`config.mk`:
```
export PLATFORM = sky130hd
export DESIGN_NAME = utbs_cell
export DESIGN_NICKNAME = d
export VERILOG_FILES = /design/src/rtl/upper_triangular_back_substitution_unit_defines.svh /design/src/rtl/utbs_pkg.sv /design/src/rtl/utbs_cell.sv
export SDC_FILE = /design/constraint.sdc
export NUM_CORES = 1
export LEC_CHECK = 0
export BUFFER_PORTS_ARGS = -buffer_cell sky130_fd_sc_hd__buf_2
export CORE_ASPECT_RATIO = 1.4
export CORE_MARGIN = 1
export CORE_UTILIZATION = 43
export DETAILED_ROUTE_END_ITERATION = 6
export PLACE_DENSITY = 0.83
export SYNTH_ARGS = -nofsm -noshare
export SYNTH_HDL_FRONTEND = slang
export SYNTH_SLANG_ARGS = --single-unit
```
`constraint.sdc`:
```
create_clock -name clk_i -period 0.8 [get_ports clk_i]
set_clock_uncertainty 0.1 [all_clocks]
set_input_delay 0.08 -clock clk_i [delete_from_list [all_inputs] [get_ports clk_i]]
set_output_delay 0.08 -clock clk_i [all_outputs]
set_load 0.03 [all_outputs]
```
`src/rtl/upper_triangular_back_substitution_unit_defines.svh`:
```
// ---------------------------------------------------------------------------
// Back-substitution unit assertion macros
// Shared concurrent assertion forms, clocked on clk_i, reset on rst_ni.
// ---------------------------------------------------------------------------
`ifndef UPPER_TRIANGULAR_BACK_SUBSTITUTION_UNIT_DEFINES_SVH
`define UPPER_TRIANGULAR_BACK_SUBSTITUTION_UNIT_DEFINES_SVH

// same-cycle implication
`define UTBS_ASSERT(lbl, ante, cons, msg) \
  lbl: assert property (@(posedge clk_i) disable iff (!rst_ni) (ante) |-> (cons)) \
    else $error(msg);

// next-cycle implication
`define UTBS_ASSERT_NEXT(lbl, ante, cons, msg) \
  lbl: assert property (@(posedge clk_i) disable iff (!rst_ni) (ante) |=> (cons)) \
    else $error(msg);

`endif

```
`src/rtl/utbs_pkg.sv`:
```
// ---------------------------------------------------------------------------
// Back-substitution unit package
// Sizes, register indexes and shared helpers.
// ---------------------------------------------------------------------------
package utbs_pkg;

  localparam int MaxUnk   = 8;
  localparam int FracBits = 24;
  localparam int DataW    = 48;
  localparam int Cols     = MaxUnk + 1;
  localparam int Depth    = MaxUnk * Cols;
  localparam int AddrW    = $clog2(Depth);
  localparam int IdxW     = $clog2(MaxUnk);
  localparam int CntW     = $clog2(MaxUnk + 1);
  localparam int SumW     = DataW + IdxW + 1;
  localparam int ThrW     = DataW - 1;
  localparam int CfgIdxW  = 2;

  localparam logic [CfgIdxW-1:0] CfgUnknownCount   = CfgIdxW'(0);
  localparam logic [CfgIdxW-1:0] CfgPivotThreshold = CfgIdxW'(1);

  typedef logic signed [DataW-1:0] word_t;

  function automatic logic [DataW-1:0] magnitude(word_t v);
    return v[DataW-1] ? DataW'(-v) : DataW'(v);
  endfunction

endpackage

```
`src/rtl/utbs_cell.sv`:
```
// ---------------------------------------------------------------------------
// Solution cell
// One stage of the solution chain; takes its neighbor's word on shift.
// ---------------------------------------------------------------------------
module utbs_cell
  import utbs_pkg::*;
(
  input  logic  clk_i,
  input  logic  shift_i,
  input  word_t d_i,
  output word_t q_o
);

  word_t val_q;

  always_ff @(posedge clk_i) begin
    if (shift_i) begin
      val_q <= d_i;
    end
  end

  assign q_o = val_q;

endmodule

```
==> impl_results.md <==
* DRC viols at 0
* YS warnings at 0
* Worst-Margin Slew at 152.7 ps
* Final Max Tran Viols at 0
* DIE AREA at 3591 sq um
* IO Pins at 98
* Antenna cells at 0
* Largest net degree at the start of global routing at 27
* F_max at 896.3 MHz
* Ys flop type: edfxtp_1
* Clock Path Buffers at 2
* All-Layer GR Usage at 33.94%
* CP bufs+invs at 1
* Area delta synth->final at 103.6%
* WL/cell at 22.98 um
* Share of the synthesized area in the top cell type at 100.0%
* Site Rows at 24
* Lkg Pwr at 1.241 nW
* Top cells by count, synth: edfxtp_1 (48)
* DRT iter0 DRCs at 54
* WP data required at 620 ps
* CTS tree: yes
* CP Class: reg2out
* Number of antenna violations at the first check in global routing at 0
* Final worst-path cycle share at 139.5%
* Final Setup Violations at 49
* Worst path top cell family by delay: flip-flops
* Cts bufs inserted at 5
* Die height at 70.51 um
* HP Class: in2reg
* WL final at 5.560 mm
* # fillers at 97
* PortBufs at 97
* Core box area at 3153 sq um
* Initial core utilization at 45.71%
* Slowest cell on the critical path: edfxtp_1
* Crit Path Max Fanout at 1
* Final hold vios at 0
* Seq/Total Area, Yosys at 100.0%
* Register bit count reported by yosys at 48
* Vias in the first global route at 1383
* Finished Core Util at 93.06%
* Multi-input logic area at 0 sq um
* Largest register FFs at 48
* Synth Instances at 48
* CP Cell Sequence: buf_6
* Worst hold path depth at 2
* Violations in the final reports: setup timing
* Hpwl dp at 2.122 mm
* Die span in x at 50.93 um
* Number of multi-input logic gates at 0
* Data arrival time of the critical path at 940 ps
* Power density cells at 2213 nW/um^2
* VDD IR max at 2.421 mV
* Post-synthesis cell type count at 1
* EDFF count, synth at 48
* Largest area contributor in the netlist: edfxtp_1
* H-tree depth at 2
* Most numerous cell in the Yosys netlist: edfxtp_1
* Mapped Nets at 98
* Syn avg cell area at 30.03 sq um
* PnR worst setup slack at -315.7 ps
* Number of max-cap violations at 0
* Share of layout cells above drive strength 1 at 52.71%
* DP Area at 2016 sq um
* Slew margin rel. at 89.82%
* Setup crit start kind: flip-flop
* First-pass GRT wire length at 7.721 mm
* Post-DRT Antenna Nets at 0
* Clock-pin transition on the worst setup and hold timing paths at 100 ps
* Netlist Area Pre-Place at 1441 sq um
* CTS root buffer: clkbuf_8
* Nets at 252
* Via density at 4.926
* RSZ-0062 raised after global routing: yes
* Routability cong. at 0.7009
* Top post-synthesis cells by area: edfxtp_1 (100%)
* Crit path depth at 1
* GR Overflow Total at 0
* Crit path capture type: primary output
* Post-route cell area at 2934 sq um
* Slowest cell delay on critical path at 450 ps
* Vias at 1192
* Status: complete, but fails checks
* # clock sinks at 48
* Async SR Flop Fraction at 0%
* Crit path time final at 1116 ps
* DRT Pass-1 Iters at 4
[layout make-up]
cell class	count	area [sq um]	area share [%]
flip-flops and latches	48	1441	49.13
well taps	39	48.80	1.663
clock buffers	5	68.82	2.345
repair buffers	147	1306	44.52
clock inverters	3	68.82	2.345
[per-stage QoR]
stage | hold WS, ps | std cells | setup slack, ps | power, mW | TNS (ps)
detailed placement | 158.1 | 186 | -17.71 | 3.862 | -464.9
global route | 107.9 | 242 | -332.6 | 6.631 | -13810
CTS | 124.2 | 242 | -260.5 | 6.330 | -11080
global placement | 156.4 | 186 | -11.12 | 3.840 | -253.4
finish | 116.2 | 242 | -315.7 | 6.492 | -12690
floorplan | 78.87 | 48 | 124.4 | 3.505 | 0
[final timing paths]
check / startpoint / end / slack (ps)
worst max-delay path: q_o[19]$_DFFE_PP_ / q_o[19] / -320
worst min-delay path: shift_i / q_o[43]$_DFFE_PP_ / 120
[cell usage in the layout, fill, tap and decap left out]
cell type	netlist	layout
buf_6	0	48
buf_2	0	49
edfxtp_1	48	48
dlygate4sd3_1	0	48
bufinv_16	0	2
inv_6	0	1
buf_12	0	2
clkbuf_8	0	5
[logic make-up after synthesis]
logic type / synth area share, %
flops: 100.0
[repair_timing]
item,CTS,global route
hold endpoints to repair,48,0
gates resized for setup,96,0
hold buffers,48,0
setup endpoints to repair,48,48
gates cloned,0,0
pin swaps,0,0
buffers inserted,0,0
[report_power, final]
part | internal (mW) | switching (mW)
clock network | 1.26 | 0.891
registers | 2.99 | 0.115
logic | 0.602 | 0.633
[per-layer routing]
layer / wire, um / part of all wire, % / up-vias / GRT usage [%]
li1: - / - / 501 / -
met3: 502 / 9.0 / 14 / 13.07
met4: 152 / 2.7 / 0 / 13.89
met2: 3134 / 56 / 104 / 63.45
met5: 0 / 0 / - / 0
met1: 1770 / 32 / 573 / 31.09
Note: power is estimated with default switching activity, not from simulation.
