$ cat src/rtl/upper_triangular_back_substitution_unit_defines.svh
// ---------------------------------------------------------------------------
// Back-substitution unit assertion macros
// Shared concurrent assertion forms, clocked on clk_i, reset on rst_ni.
// ---------------------------------------------------------------------------
`ifndef UPPER_TRIANGULAR_BACK_SUBSTITUTION_UNIT_DEFINES_SVH
`define UPPER_TRIANGULAR_BACK_SUBSTITUTION_UNIT_DEFINES_SVH

// same-cycle implication
`define UTBS_ASSERT(lbl, ante, cons, msg) \
  lbl: assert property (@(posedge clk_i) disable iff (!rst_ni) (ante) |-> (cons)) \
    else $error(msg);

// next-cycle implication
`define UTBS_ASSERT_NEXT(lbl, ante, cons, msg) \
  lbl: assert property (@(posedge clk_i) disable iff (!rst_ni) (ante) |=> (cons)) \
    else $error(msg);

`endif

$ cat src/rtl/utbs_pkg.sv
// ---------------------------------------------------------------------------
// Back-substitution unit package
// Sizes, register indexes and shared helpers.
// ---------------------------------------------------------------------------
package utbs_pkg;

  localparam int MaxUnk   = 8;
  localparam int FracBits = 24;
  localparam int DataW    = 48;
  localparam int Cols     = MaxUnk + 1;
  localparam int Depth    = MaxUnk * Cols;
  localparam int AddrW    = $clog2(Depth);
  localparam int IdxW     = $clog2(MaxUnk);
  localparam int CntW     = $clog2(MaxUnk + 1);
  localparam int SumW     = DataW + IdxW + 1;
  localparam int ThrW     = DataW - 1;
  localparam int CfgIdxW  = 2;

  localparam logic [CfgIdxW-1:0] CfgUnknownCount   = CfgIdxW'(0);
  localparam logic [CfgIdxW-1:0] CfgPivotThreshold = CfgIdxW'(1);

  typedef logic signed [DataW-1:0] word_t;

  function automatic logic [DataW-1:0] magnitude(word_t v);
    return v[DataW-1] ? DataW'(-v) : DataW'(v);
  endfunction

endpackage

$ cat src/rtl/utbs_mul.sv
// ---------------------------------------------------------------------------
// Fixed-point multiplier
// Four half-width partial products, floored by F bits, saturated.
// ---------------------------------------------------------------------------
module utbs_mul
  import utbs_pkg::*;
(
  input  logic  clk_i,
  input  logic  rst_ni,
  input  logic  start_i,
  input  word_t a_i,
  input  word_t b_i,
  output logic  done_o,
  output word_t p_o
);

  localparam int HalfW = DataW / 2;
  localparam int ProdW = 2 * DataW;
  localparam int TW    = ProdW - FracBits;

  logic [DataW-1:0] ua_q, ub_q;
  logic [ProdW-1:0] acc_q;
  logic [2:0]       step_q;
  logic             busy_q, neg_q, done_q;
  word_t            p_q;

  logic [HalfW-1:0] ah, bh;
  logic [DataW-1:0] pp;
  logic [ProdW-1:0] pp_sh;
  logic [TW-1:0]    t, lim;
  logic [DataW-1:0] qsat;

  always_comb begin
    ah    = step_q[0] ? ua_q[DataW-1:HalfW] : ua_q[HalfW-1:0];
    bh    = step_q[1] ? ub_q[DataW-1:HalfW] : ub_q[HalfW-1:0];
    pp    = DataW'(ah) * DataW'(bh);
    pp_sh = ProdW'(pp) << (HalfW * (int'(step_q[0]) + int'(step_q[1])));
    t     = acc_q[ProdW-1:FracBits] + TW'(neg_q && acc_q[FracBits-1:0] != '0);
    lim   = neg_q ? (TW'(1) << (DataW - 1)) : ((TW'(1) << (DataW - 1)) - TW'(1));
    qsat  = (t > lim) ? lim[DataW-1:0] : t[DataW-1:0];
  end

  always_ff @(posedge clk_i or negedge rst_ni) begin
    if (!rst_ni) begin
      busy_q <= 1'b0;
      done_q <= 1'b0;
      step_q <= '0;
      ua_q   <= '0;
      ub_q   <= '0;
      acc_q  <= '0;
      neg_q  <= 1'b0;
      p_q    <= '0;
    end else begin
      done_q <= 1'b0;
      if (start_i) begin
        busy_q <= 1'b1;
        step_q <= '0;
        ua_q   <= magnitude(a_i);
        ub_q   <= magnitude(b_i);
        acc_q  <= '0;
        neg_q  <= a_i[DataW-1] != b_i[DataW-1];
      end else if (busy_q) begin
        if (step_q == 3'd4) begin
          busy_q <= 1'b0;
          done_q <= 1'b1;
          p_q    <= neg_q ? DataW'(-qsat) : qsat;
        end else begin
          acc_q  <= acc_q + pp_sh;
          step_q <= step_q + 3'd1;
        end
      end
    end
  end

  assign done_o = done_q;
  assign p_o    = p_q;

endmodule
$ cat config.mk
export PLATFORM = sky130hd
export DESIGN_NAME = utbs_mul
export DESIGN_NICKNAME = d
export VERILOG_FILES = /design/src/rtl/upper_triangular_back_substitution_unit_defines.svh /design/src/rtl/utbs_pkg.sv /design/src/rtl/utbs_mul.sv
export SDC_FILE = /design/constraint.sdc
export NUM_CORES = 2
export LEC_CHECK = 0
export ABC_CLOCK_PERIOD_IN_PS = 15000
export BUFFER_PORTS_ARGS = -buffer_cell sky130_fd_sc_hd__buf_2
export CAP_MARGIN = 20
export CORE_AREA = 2 2 251 352
export CTS_CLUSTER_SIZE = 28
export DETAILED_ROUTE_END_ITERATION = 12
export DIE_AREA = 0 0 253 354
export HOLD_SLACK_MARGIN = 0.06
export PLACE_DENSITY = 0.74
export SYNTH_ARGS = -nofsm -noshare
export SYNTH_HDL_FRONTEND = slang
export SYNTH_SLANG_ARGS = --single-unit
$ cat constraint.sdc
create_clock -name clk_i -period 15 [get_ports clk_i]
set_clock_uncertainty 0.05 [all_clocks]
set_input_delay 3 -clock clk_i [delete_from_list [all_inputs] [get_ports clk_i]]
set_output_delay 3 -clock clk_i [all_outputs]
set_load 0.005 [all_outputs]
==> results.json <==
{
  "status": "complete, no violations",
  "cp-endpoint": "acc_q[89]",
  "period_minus_slack_ns": 13.60,
  "layout_worst_path_cycle_share": 0.907,
  "ctsHtreeMaxLevel": 1,
  "synth.cell_area_um2": 43000,
  "synth_enable_flop_cells": 0,
  "global_route_wire_length_before_repair_um": 245000,
  "ys_top_cells_by_count": "nand2_1 (724), inv_1 (647), nor2_1 (591), fa_1 (483), a21oi_1 (375)",
  "half_perimeter_wire_length_of_the_detailed_placement_result_um": 127000,
  "r2r-start": "step_q[0]",
  "synth_cell_type_count": 88,
  "cts-buffers-inserted": 29,
  "postRouteAntennaNets": 0,
  "cts_setup_buffers": 0,
  "gp_congestion": 1.06,
  "max_cap_violations": 0,
  "worst_setup_path_start_kind": "flop",
  "arrival_ns": 14.13,
  "tightest_slew_ns": 1.15,
  "fp-row-count": 128,
  "netlist_top_cells_area": "fa_1 (23%), dfrtp_1 (14%), ha_1 (9.5%)",
  "cts_buffer_depth": 3,
  "slew_headroom": 0.219,
  "max_clock_freq_ghz": 0.0735,
  "floorplan.initialDensity": 0.497,
  "worst_path_most_repeated_cell": "fa_1",
  "worstPathRequired_ns": 15.53,
  "critical_path_class": "flop to flop",
  "route.final.wire_length_um": 160000,
  "grt.overflow.total": 0,
  "insertedDiodeCount": 0,
  "critPathSlowestCell": "a2111oi_0",
  "hold_path_class": "flop to flop",
  "ys_async_sr_fraction": 1.00,
  "pin_count": 148,
  "reg2reg_depth": 37,
  "syn-mean-instance-area_um2": 7.93,
  "clock_latency_ns": 0.66,
  "clk_root_buffer_cell": "clkbuf_16",
  "holdBufCountCts": 0,
  "unrepaired_setup_endpoints_after_global_routing": "false",
  "postSynthCellCount": 5414,
  "number_of_global_route_vias_before_repair": 41204,
  "place.port_buffers": 147,
  "regToRegSetupSlack_ns": 1.40,
  "synthFlopType": "dfrtp_1",
  "synth_fp_nets": 6321,
  "num_vias": 40243,
  "yosys_reg_bits": 246,
  "clkSinkCount": 246,
  "die_width_um": 253,
  "final_core_utilization": 0.528,
  "first_iter_violations": 3151,
  "grt_max_degree": 139,
  "clk_pin_slew_worst_paths_ns": 0.07,
  "yosysTopAreaCellShare": 0.225,
  "avgRoutedWirePerCell_um": 24.5,
  "synth-seq-area-share": 0.143,
  "remaining_drc_errors": 0,
  "design.core.area_um2": 86500,
  "ys.warnings.count": 0,
  "stdcell_area_um2": 45700,
  "cell_with_the_most_instances_after_synthesis": "nand2_1",
  "worstPathMaxFanout": 24,
  "routed_via_density": 6.18,
  "synth_top_cell_by_area": "fa_1",
  "grt_use_total": 0.360,
  "grt_antenna_before_repair": 1,
  "tritoncts": "built",
  "launch_point_of_the_critical_path": "step_q[0]",
  "drt_pass1_iterations": 6,
  "syn2layout_area_growth_pct": 6.35,
  "die_h_um": 354,
  "cts-resized-gates": 0,
  "cp-end-kind": "flop",
  "hold_viol": 0,
  "critical_path.max_stage_delay_ns": 0.95,
  "setup_tns_ns": 0,
  "share_of_cells_above_drive_strength_1": 0.0732,
  "setup_viol": 0,
  "report.final.slew_viol_count": 0,
  "placed_cell_area_um2": 44600,
  "layout.nets": 6295,
  "floorplan.die_area_um2": 89600,
  "r2r-end": "acc_q[89]"
}
-- cells in the final DEF (no fill, tap or decap), types with 43 or more instances in the layout --
master / n
a21oi_1: 375
o21ai_0: 191
buf_4: 65
nor2_1: 589
ha_1: 324
dfrtp_1: 243
mux2_2: 66
nor4_1: 45
fa_1: 483
a21o_1: 99
xnor2_1: 114
and3_1: 46
buf_2: 146
nor3_1: 69
nand2_1: 723
mux2i_1: 59
o31ai_1: 69
and2_1: 43
nand3_1: 112
a211oi_1: 43
xor2_1: 157
nand4_1: 95
inv_1: 647
-- worst min-delay path by stage --
stage / start / end / slack, ns / cells after the start
2_1_floorplan: p_o[2] / p_o[2] / 0.42 / 2
6_report: p_o[45] / p_o[45] / 0.42 / 2
5_1_grt: p_o[45] / p_o[45] / 0.45 / 2
3_5_place_dp: p_o[45] / p_o[45] / 0.41 / 2
3_3_place_gp: p_o[26] / p_o[26] / 0.41 / 2
4_1_cts: p_o[45] / p_o[45] / 0.43 / 2
-- cell families after synthesis --
kind of cell | Yosys count | share of synthesized area
xor gates and xnor gates | 271 | 0.0553
AOI/OAI and AO/OA | 1123 | 0.166
DFF | 246 | 0.143
adders and majority gates | 808 | 0.320
muxes | 138 | 0.0341
buffers and inverters | 923 | 0.0816
and+or+nand+nor | 1905 | 0.200
-- registers in the layout, summed over array words and instances, names as in the netlist --
| register | cells |
|---|---|
| ua_q | 48 |
| busy_q | 1 |
| done_o | 1 |
| acc_q | 96 |
| p_o | 48 |
| ub_q | 48 |
| neg_q | 1 |
| step_q | 3 |
-- metrics by stage --
stage | hold WS [ns] | std cells | worst slack [ns]
CTS | 0.427 | 6512 | 1.58
global route | 0.450 | 6514 | 0.889
detailed placement | 0.412 | 6460 | 1.64
floorplan | 0.417 | 5414 | 3.55
finish | 0.421 | 6514 | 1.40
global placement | 0.409 | 6456 | 1.68
-- routing by layer --
metal  track usage  vias to the layer above  part of all wire
li1              -                    18204                 -
met3        0.0550                      629             0.058
met4         0.293                        0              0.10
met2         0.623                     1597              0.49
met5             0                        -                 0
met1         0.387                    19813              0.35
-- layout make-up --
class,count,area [µm²]
multi-input combinational,4245,33400
clock buffer,40,817
fill,8352,40800
sequential,246,6160
inverter,650,2440
timing repair buffer,216,1290
tap,1105,1380
clock inverter,12,211
-- worst max-delay path, delay by kind of cell, from the launching register on --
| family | cells | cell delay (ns) |
|---|---|---|
| compound gates | 10 | 3.33 |
| flops | 1 | 0.79 |
| simple gates | 10 | 2.94 |
| xor+xnor | 1 | 0.47 |
| mux | 1 | 0.88 |
| buf+inv | 6 | 0.73 |
| fa+ha+maj | 9 | 4.32 |
Power is not shown: default switching activity piles up to over one toggle a cycle in this logic, so the estimate is an artifact.
