===== src/rtl/upper_triangular_back_substitution_unit_defines.svh =====
// ---------------------------------------------------------------------------
// Back-substitution unit assertion macros
// Shared concurrent assertion forms, clocked on clk_i, reset on rst_ni.
// ---------------------------------------------------------------------------
`ifndef UPPER_TRIANGULAR_BACK_SUBSTITUTION_UNIT_DEFINES_SVH
`define UPPER_TRIANGULAR_BACK_SUBSTITUTION_UNIT_DEFINES_SVH

// same-cycle implication
`define UTBS_ASSERT(lbl, ante, cons, msg) \
  lbl: assert property (@(posedge clk_i) disable iff (!rst_ni) (ante) |-> (cons)) \
    else $error(msg);

// next-cycle implication
`define UTBS_ASSERT_NEXT(lbl, ante, cons, msg) \
  lbl: assert property (@(posedge clk_i) disable iff (!rst_ni) (ante) |=> (cons)) \
    else $error(msg);

`endif


===== src/rtl/utbs_pkg.sv =====
// ---------------------------------------------------------------------------
// Back-substitution unit package
// Sizes, register indexes and shared helpers.
// ---------------------------------------------------------------------------
package utbs_pkg;

  localparam int MaxUnk   = 8;
  localparam int FracBits = 24;
  localparam int DataW    = 48;
  localparam int Cols     = MaxUnk + 1;
  localparam int Depth    = MaxUnk * Cols;
  localparam int AddrW    = $clog2(Depth);
  localparam int IdxW     = $clog2(MaxUnk);
  localparam int CntW     = $clog2(MaxUnk + 1);
  localparam int SumW     = DataW + IdxW + 1;
  localparam int ThrW     = DataW - 1;
  localparam int CfgIdxW  = 2;

  localparam logic [CfgIdxW-1:0] CfgUnknownCount   = CfgIdxW'(0);
  localparam logic [CfgIdxW-1:0] CfgPivotThreshold = CfgIdxW'(1);

  typedef logic signed [DataW-1:0] word_t;

  function automatic logic [DataW-1:0] magnitude(word_t v);
    return v[DataW-1] ? DataW'(-v) : DataW'(v);
  endfunction

endpackage


===== src/rtl/utbs_div.sv =====
// ---------------------------------------------------------------------------
// Fixed-point divider
// Restoring radix-2 divide of (num * 2^F) / den, truncated, saturated.
// ---------------------------------------------------------------------------
module utbs_div
  import utbs_pkg::*;
(
  input  logic  clk_i,
  input  logic  rst_ni,
  input  logic  start_i,
  input  word_t num_i,
  input  word_t den_i,
  output logic  done_o,
  output word_t q_o
);

  localparam int DvdW = DataW + FracBits;
  localparam int StW  = $clog2(DvdW);

  logic [DvdW-1:0]  dvd_q;
  logic [DataW-1:0] ud_q, r_q, quo_q;
  logic [StW-1:0]   cnt_q;
  logic             busy_q, fin_q, over_q, neg_q, done_q;
  word_t            q_q;

  logic [DataW-1:0] rs, lim, qsat;
  logic             ge;

  always_comb begin
    rs   = {r_q[DataW-2:0], dvd_q[DvdW-1]};
    ge   = rs >= ud_q;
    lim  = neg_q ? {1'b1, {(DataW-1){1'b0}}} : {1'b0, {(DataW-1){1'b1}}};
    qsat = (over_q || quo_q > lim) ? lim : quo_q;
  end

  always_ff @(posedge clk_i or negedge rst_ni) begin
    if (!rst_ni) begin
      busy_q <= 1'b0;
      fin_q  <= 1'b0;
      done_q <= 1'b0;
      cnt_q  <= '0;
      dvd_q  <= '0;
      ud_q   <= '0;
      r_q    <= '0;
      quo_q  <= '0;
      over_q <= 1'b0;
      neg_q  <= 1'b0;
      q_q    <= '0;
    end else begin
      done_q <= 1'b0;
      fin_q  <= 1'b0;
      if (start_i) begin
        busy_q <= 1'b1;
        cnt_q  <= StW'(DvdW - 1);
        dvd_q  <= {magnitude(num_i), {FracBits{1'b0}}};
        ud_q   <= magnitude(den_i);
        r_q    <= '0;
        quo_q  <= '0;
        over_q <= 1'b0;
        neg_q  <= num_i[DataW-1] != den_i[DataW-1];
      end else if (busy_q) begin
        r_q    <= ge ? rs - ud_q : rs;
        quo_q  <= {quo_q[DataW-2:0], ge};
        over_q <= over_q | quo_q[DataW-1];
        dvd_q  <= {dvd_q[DvdW-2:0], 1'b0};
        cnt_q  <= cnt_q - StW'(1);
        if (cnt_q == '0) begin
          busy_q <= 1'b0;
          fin_q  <= 1'b1;
        end
      end else if (fin_q) begin
        q_q    <= neg_q ? DataW'(-qsat) : qsat;
        done_q <= 1'b1;
      end
    end
  end

  assign done_o = done_q;
  assign q_o    = q_q;

endmodule


===== config.mk =====
export PLATFORM = sky130hd
export DESIGN_NAME = utbs_div
export DESIGN_NICKNAME = d
export VERILOG_FILES = /design/src/rtl/upper_triangular_back_substitution_unit_defines.svh /design/src/rtl/utbs_pkg.sv /design/src/rtl/utbs_div.sv
export SDC_FILE = /design/constraint.sdc
export NUM_CORES = 1
export LEC_CHECK = 0
export BUFFER_PORTS_ARGS = -buffer_cell sky130_fd_sc_hd__buf_2
export CAP_MARGIN = 20
export CORE_MARGIN = 2
export CORE_UTILIZATION = 40
export DETAILED_ROUTE_END_ITERATION = 10
export GPL_ROUTABILITY_DRIVEN = 0
export PLACE_DENSITY = 0.64
export SLEW_MARGIN = 30
export SYNTH_ARGS = -nofsm -noshare
export SYNTH_HDL_FRONTEND = slang
export SYNTH_SLANG_ARGS = --single-unit

===== constraint.sdc =====
create_clock -name clk_i -period 6.9 [get_ports clk_i]
set_input_delay 1.38 -clock clk_i [delete_from_list [all_inputs] [get_ports clk_i]]
set_output_delay 1.38 -clock clk_i [all_outputs]
set_load 0.01 [all_outputs]

==> key figures, run 1 <==
Synth
  – Post-synth top flop: dfrtp_1
  – Async SR Flop Fraction: 100%
  – #FFs+latches synth: 251
  – Post-synthesis sequential area ratio: 35.3%
  – Post-Syn Area: 17800 um^2
  – Synth warnings: 0
  – Synth top cells by count: 251 x dfrtp_1, 241 x nand2_1, 204 x nor2_1, 179 x o21ai_0, 166 x a21oi_1
  – EDFF count, synth: 0
  – Post-Synthesis Cells: 2128
  – Top cell type by total area after synthesis: dfrtp_1
  – Yosys top cell area share: 35.3%
  – Most frequent cell after synthesis: dfrtp_1
  – Synth area leaders: dfrtp_1 35%, ha_1 7.1%, mux2i_1 5.4%
  – Post-Syn Area per Cell: 8.36 um^2
  – Synth cell types: 70
  – Synthesized net count: 2329

GRT
  – Total gr overflow: 0
  – Total track usage: 20.1%
  – Met1 Track Usage GR: 28.8%
  – Vias in the first global route: 15181
  – Met3 Track Usage GR: 2.32%
  – First-pass GRT wire length: 78400 um
  – Met2 global-route usage: 31.8%
  – Largest net degree at the start of global routing: 115
  – Grt peak-use layer: met2
  – Initial antenna violation count: 0

Timing
  – Clk_skew: 0.0140 ns
  – Final hold violations: 0
  – Setup TNS: 0 ns
  – Final min period: 6.17 ns
  – Hold_ws: 0.474 ns
  – Setup Viol. Count Final: 0
  – Final period utilization: 89.5%
  – RSZ-0062 raised after global routing: no
  – Worst-Margin Slew: 0.947 ns
  – Final Max Tran Viols: 0
  – F_max: 162 MHz
  – Max-slew headroom: 36.9%

CTS
  – Clk slew on worst S/H paths: 0.07 ns
  – Post_cts resized: 0
  – Clock Root Buffer: clkbuf_16
  – CTS tree: done
  – CTS sink cnt: 251
  – Latest clock arrival within the worst-skew pair: 0.58 ns
  – Hold buffers post-CTS: 0
  – H-tree Lvls: 1
  – Inserted Clock Buffers: 29
  – CTS Buffer Depth: 3
  – Post-CTS Setup Inserts: 0

Pwr
  – Leakage: 9.87 nW
  – Peak VDD IR: 0.171 mV
  – Pwr Density: 192 nW/um^2

Detailed routing
  – Vias: 15986
  – Wirelength per Cell: 16.8 um
  – # DRC: 0
  – Initial DRC count: 1277
  – Final ANT Viol Nets: 0
  – Vias/cell: 5.72
  – WL final: 46900 um
  – DR pass1 iterations: 5

Floorplan
  – Total die area: 46200 um^2
  – Site row count: 77
  – Initial core utilization: 40.4%
  – Die Wd: 215 um
  – Die height: 215 um
  – Top Ports: 148
  – Core Footprint: 44000 um^2

Critical path
  – Worst Path Arrival: 6.66 ns
  – CP Launch Type: flop
  – Critical path data required time: 7.39 ns
  – CP Max Fanout: 64
  – Crit end category: flop
  – WS Path Type: flop to flop

Finish
  – Proportion of layout cells with a drive suffix above 1: 11.3%
  – Antenna Cells: 0
  – Nets@finish: 2381
  – Layout area overhead: 12.0%

Run status
  – Status: finished, final reports clean

Placement
  – DP Wirelength: 33100 um
  – IO buf count: 147

Worst hold path
  – Min-Delay Path Class: flop to flop

Flow run
  – Max-cap violations: 0
flip-flops by register name (all words and copies together) (netlist names):
signal  flops
dvd_q      48
q_o        48
quo_q      48
ud_q       48
r_q        47
cnt_q       7
busy_q      1
done_o      1
fin_q       1
neg_q       1
over_q      1
layout by cell type (no fill, tap or decap), types with 23 or more instances in the layout:
| cell type | count |
|---|---|
| ha_1 | 101 |
| or3_1 | 25 |
| a21oi_1 | 166 |
| buf_2 | 145 |
| nand2_1 | 240 |
| dfrtp_1 | 249 |
| o21ai_0 | 179 |
| o31ai_1 | 41 |
| xor2_1 | 72 |
| a311oi_1 | 29 |
| or4_1 | 23 |
| a31oi_1 | 25 |
| inv_1 | 76 |
| nor2_1 | 202 |
| xnor2_1 | 63 |
| nor4_1 | 24 |
| clkbuf_16 | 29 |
| nand3_1 | 41 |
| a21o_1 | 35 |
| mux2i_1 | 96 |
| nand4_1 | 25 |
| nor3_1 | 32 |
through the flow:
step,instances,area [um^2],power (mW),setup slack (ns),utilization (%)
2_1_floorplan,2128,17800,2.00,0.429,-
4_1_cts,2794,19900,3.87,0.763,45.3
6_report,2794,19900,3.82,0.727,45.3
5_1_grt,2794,19900,4.01,0.271,45.3
3_3_place_gp,2741,18900,2.17,0.954,42.9
3_5_place_dp,2741,18900,2.19,0.779,42.9
final timing paths:
| kind | from | end | slack, ns | cells after the start |
|---|---|---|---|---|
| min in group asynchronous | rst_ni | quo_q[43] | 0.87 | 1 |
| max in group asynchronous | rst_ni | q_o[6] | 4.70 | 2 |
| worst max register to register | neg_q | q_o[40] | 0.73 | 19 |
| worst min-delay path | q_o[43] | q_o[43] | 0.47 | 2 |
| worst min register to register | q_o[43] | q_o[43] | 0.47 | 2 |
| worst max-delay path | neg_q | q_o[40] | 0.73 | 19 |
per-layer routing:
metal | part of all wire [%] | vias to the layer above
li1 | - | 7821
met1 | 48 | 7546
met2 | 44 | 523
met3 | 5.6 | 96
met4 | 2.6 | 0
met5 | 0 | -
cell families (layout without fill, tap and decap cells):
kind of cell,after synthesis,count (layout),synth area share (%)
flip-flops,251,251,35.3
buffers and inverters,218,292,4.64
XOR/XNOR,135,135,6.65
multiplexers,100,100,5.66
AND/OR/NAND/NOR,700,700,18.5
adder cells (fa/ha/maj),102,102,7.22
AO/OA/AOI/OAI,622,622,22.0
worst max-delay path: stages (launching register included):
cell	delay (ns)
dfrtp_2	0.76
buf_12	0.35
ha_1	0.31
a21oi_1	0.15
nand2_1	0.07
a221o_1	0.34
a221oi_1	0.55
a31oi_4	0.15
buf_4	0.25
o21ai_0	0.18
ha_1	0.18
or4b_2	0.68
nor4_1	0.45
nand2_1	0.18
or3_1	0.41
or4_1	0.46
o21a_1	0.19
o211ai_1	0.14
o221ai_1	0.12
o21ai_0	0.17
power by group:
group | switching, mW | total [mW] | internal [mW]
Sequential | 0.0466 | 1.59 | 1.54
Combinational | 0.361 | 0.577 | 0.216
Clock | 0.640 | 1.66 | 1.02
Total | 1.05 | 3.82 | 2.78
layout make-up:
cell class | instances | area (um^2)
repair buffers | 162 | 883
fillers | 4365 | 24100
well taps | 592 | 741
clock inverters | 17 | 250
multi-input cells | 1659 | 10700
flip-flops and latches | 251 | 6290
inverters | 77 | 289
clock buffers | 36 | 772
No activity file was read; power rests on OpenSTA's default activity.
==> inputs of run 2 (changes only) <==
--- a/config.mk
+++ b/config.mk
@@ -7,11 +7,11 @@
 export LEC_CHECK = 0
 export BUFFER_PORTS_ARGS = -buffer_cell sky130_fd_sc_hd__buf_2
 export CAP_MARGIN = 20
-export CORE_MARGIN = 2
-export CORE_UTILIZATION = 40
+export CORE_UTILIZATION = 43
 export DETAILED_ROUTE_END_ITERATION = 10
 export GPL_ROUTABILITY_DRIVEN = 0
-export PLACE_DENSITY = 0.64
+export PLACE_DENSITY = 0.68
+export SETUP_SLACK_MARGIN = 0.02
 export SLEW_MARGIN = 30
 export SYNTH_ARGS = -nofsm -noshare
 export SYNTH_HDL_FRONTEND = slang
==> run 2 against run 1 <==
  * Critical path type unchanged
  * First-iteration DRC count fell by 12%
  * Global-route usage increased by 1.3 points
  * Worst setup slack worse by 0.26 ns
  * Wire length fell by 3.3%
  * Die area decreased by 8.6%
  * Final cell count fell by 2.2%
  * Clock power is 8% higher
  * Clock-buffer cell count rose by 3
  * Register-to-register slack got worse by 0.26 ns
  * Total power rose by 3.8%
  * Largest power group unchanged
==> key figures, run 2 (synthesis gave the netlist of run 1 again) <==
Placement
  – Post-Place Cells: 2678
  – DP Worst Slack: 0.637 ns
  – Area after DPL: 18800 um^2
  – IO buf count: 147
  – DP Wirelength: 31500 um

Timing
  – Setup TNS: 0 ns
  – RSZ-0062 raised after global routing: no
  – Final min period: 6.43 ns
  – Setup WS post-layout: 0.471 ns
  – Worst-Margin Slew: 0.894 ns
  – Final hold violations: 0
  – Final Max Tran Viols: 0
  – Max-slew headroom: 40.4%
  – F_max: 156 MHz
  – Final period utilization: 93.2%
  – Setup Viol. Count Final: 0
  – Clk_skew: 0.0114 ns

Finish
  – Most common cell after layout, fill and taps aside: dfrtp_1
  – Antenna Cells: 0
  – Proportion of layout cells with a drive suffix above 1: 11.3%
  – Layout area overhead: 12.6%
  – FF+latch area: 6290 um^2
  – Most frequent cells in the layout: 249 x dfrtp_1, 240 x nand2_1, 202 x nor2_1
  – Multi-input gate area: 10700 um^2
  – Nets@finish: 2382
  – Fin cells: 2732
  – Post-route cell area: 20000 um^2
  – Fill count: 3891

Pwr
  – Leakage: 9.94 nW
  – Logic pwr share: 14.6%
  – Clock power share: 45.3%
  – Net Sw Frac: 26.3%
  – Cell Int Power: 2.93 mW
  – Peak VDD IR: 0.180 mV
  – Power share of the sequential group: 40.1%
  – Net Sw Power: 1.04 mW
  – Pwr Density: 198 nW/um^2

Critical path
  – WS Path Type: flop to flop
  – Crit end category: flop
  – Critical path data required time: 7.36 ns
  – Worst Path Arrival: 6.89 ns
  – CP Launch Type: flop
  – CP Max Fanout: 55

Detailed routing
  – Vias/cell: 5.83
  – Vias: 15937
  – DR pass1 iterations: 5
  – Final ANT Viol Nets: 0
  – # DRC: 0
  – Wirelength per Cell: 16.6 um
  – Initial DRC count: 1122
  – WL final: 45400 um

Floorplan
  – Initial core utilization: 43.6%
  – Core Footprint: 40800 um^2
  – Die Wd: 205 um
  – Top Ports: 148
  – Die height: 205 um
  – Total die area: 42200 um^2
  – Site row count: 74

GRT
  – Total track usage: 21.4%
  – Largest net degree at the start of global routing: 213
  – Vias in the first global route: 14826
  – Initial antenna violation count: 0
  – Total gr overflow: 0
  – First-pass GRT wire length: 75000 um

CTS
  – Inserted Clock Buffers: 31
  – H-tree Lvls: 1
  – CTS tree: done
  – CTS Buffer Depth: 3
  – Post_cts resized: 0
  – CTS sink cnt: 251
  – Post-CTS Setup Inserts: 0
  – Latest clock arrival within the worst-skew pair: 0.57 ns
  – Clk slew on worst S/H paths: 0.06 ns
  – Hold buffers post-CTS: 0
  – Clock Root Buffer: clkbuf_16

Flow run
  – Max-cap violations: 0

Worst hold path
  – Min-Delay Path Class: flop to flop

Run status
  – Status: finished, final reports clean
-- run 2: layout make-up --
| cell class | instances | share of cell area, % |
|---|---|---|
| Inverter | 77 | 1.44 |
| Clock buffer | 39 | 4.28 |
| Timing Repair Buffer | 161 | 4.68 |
| Sequential cell | 251 | 31.4 |
| Tap cell | 532 | 3.33 |
| Clock inverter | 13 | 1.39 |
| Multi-Input combinational cell | 1659 | 53.5 |
-- run 2: layer usage --
| layer | share of wire (%) | GRT usage (%) | up-vias |
|---|---|---|---|
| li1 | - | - | 7812 |
| met1 | 48 | 31.1 | 7525 |
| met2 | 44 | 33.3 | 519 |
| met3 | 5.4 | 2.19 | 81 |
| met4 | 2.4 | 6.59 | 0 |
| met5 | 0 | 0 | - |
-- run 2: power groups by stage --
stage          Clock, mW  Combinational (mW)  Sequential (mW)
3_3_place_gp           0               0.555             1.61
6_report            1.80               0.579             1.59
2_1_floorplan          0               0.392             1.60
5_1_grt             1.91               0.656             1.60
3_5_place_dp           0               0.570             1.62
4_1_cts             1.85               0.575             1.59
-- run 2: path summary, 6_finish.rpt --
kind,start,to,slack [ns],cells after the start
min reg2reg,q_o[17],q_o[17],0.47,2
max,neg_q,q_o[40],0.47,20
max reg2reg,neg_q,q_o[40],0.47,20
max in group asynchronous,rst_ni,dvd_q[46],4.98,2
min in group asynchronous,rst_ni,q_o[46],0.73,1
min,q_o[17],q_o[17],0.47,2
-- run 2: worst max-delay path: stages (launching register included) --
cell and delay, ns:
dfrtp_2 0.77, inv_1 0.16, ha_1 0.33, nand4_1 0.18
nor4_1 0.51, and3_1 0.26, o31ai_1 0.13, a31oi_4 0.21
buf_4 0.47, nand2_1 0.12, o21ai_0 0.13, ha_1 0.21
or4b_2 0.68, nor4_1 0.42, nand2_1 0.15, or3_1 0.41
or4_1 0.47, o21a_1 0.19, o211ai_1 0.16, o221ai_1 0.13
o21ai_0 0.23
-- run 2: stage by stage --
| stage | utilization [%] | power [mW] | hold WS [ns] |
|---|---|---|---|
| 2_1_floorplan | - | 2.00 | 0.474 |
| 3_3_place_gp | 46.1 | 2.17 | 0.448 |
| 3_5_place_dp | 46.1 | 2.19 | 0.463 |
| 4_1_cts | 48.9 | 4.02 | 0.476 |
| 5_1_grt | 49.0 | 4.16 | 0.501 |
| 6_report | 49.0 | 3.97 | 0.467 |
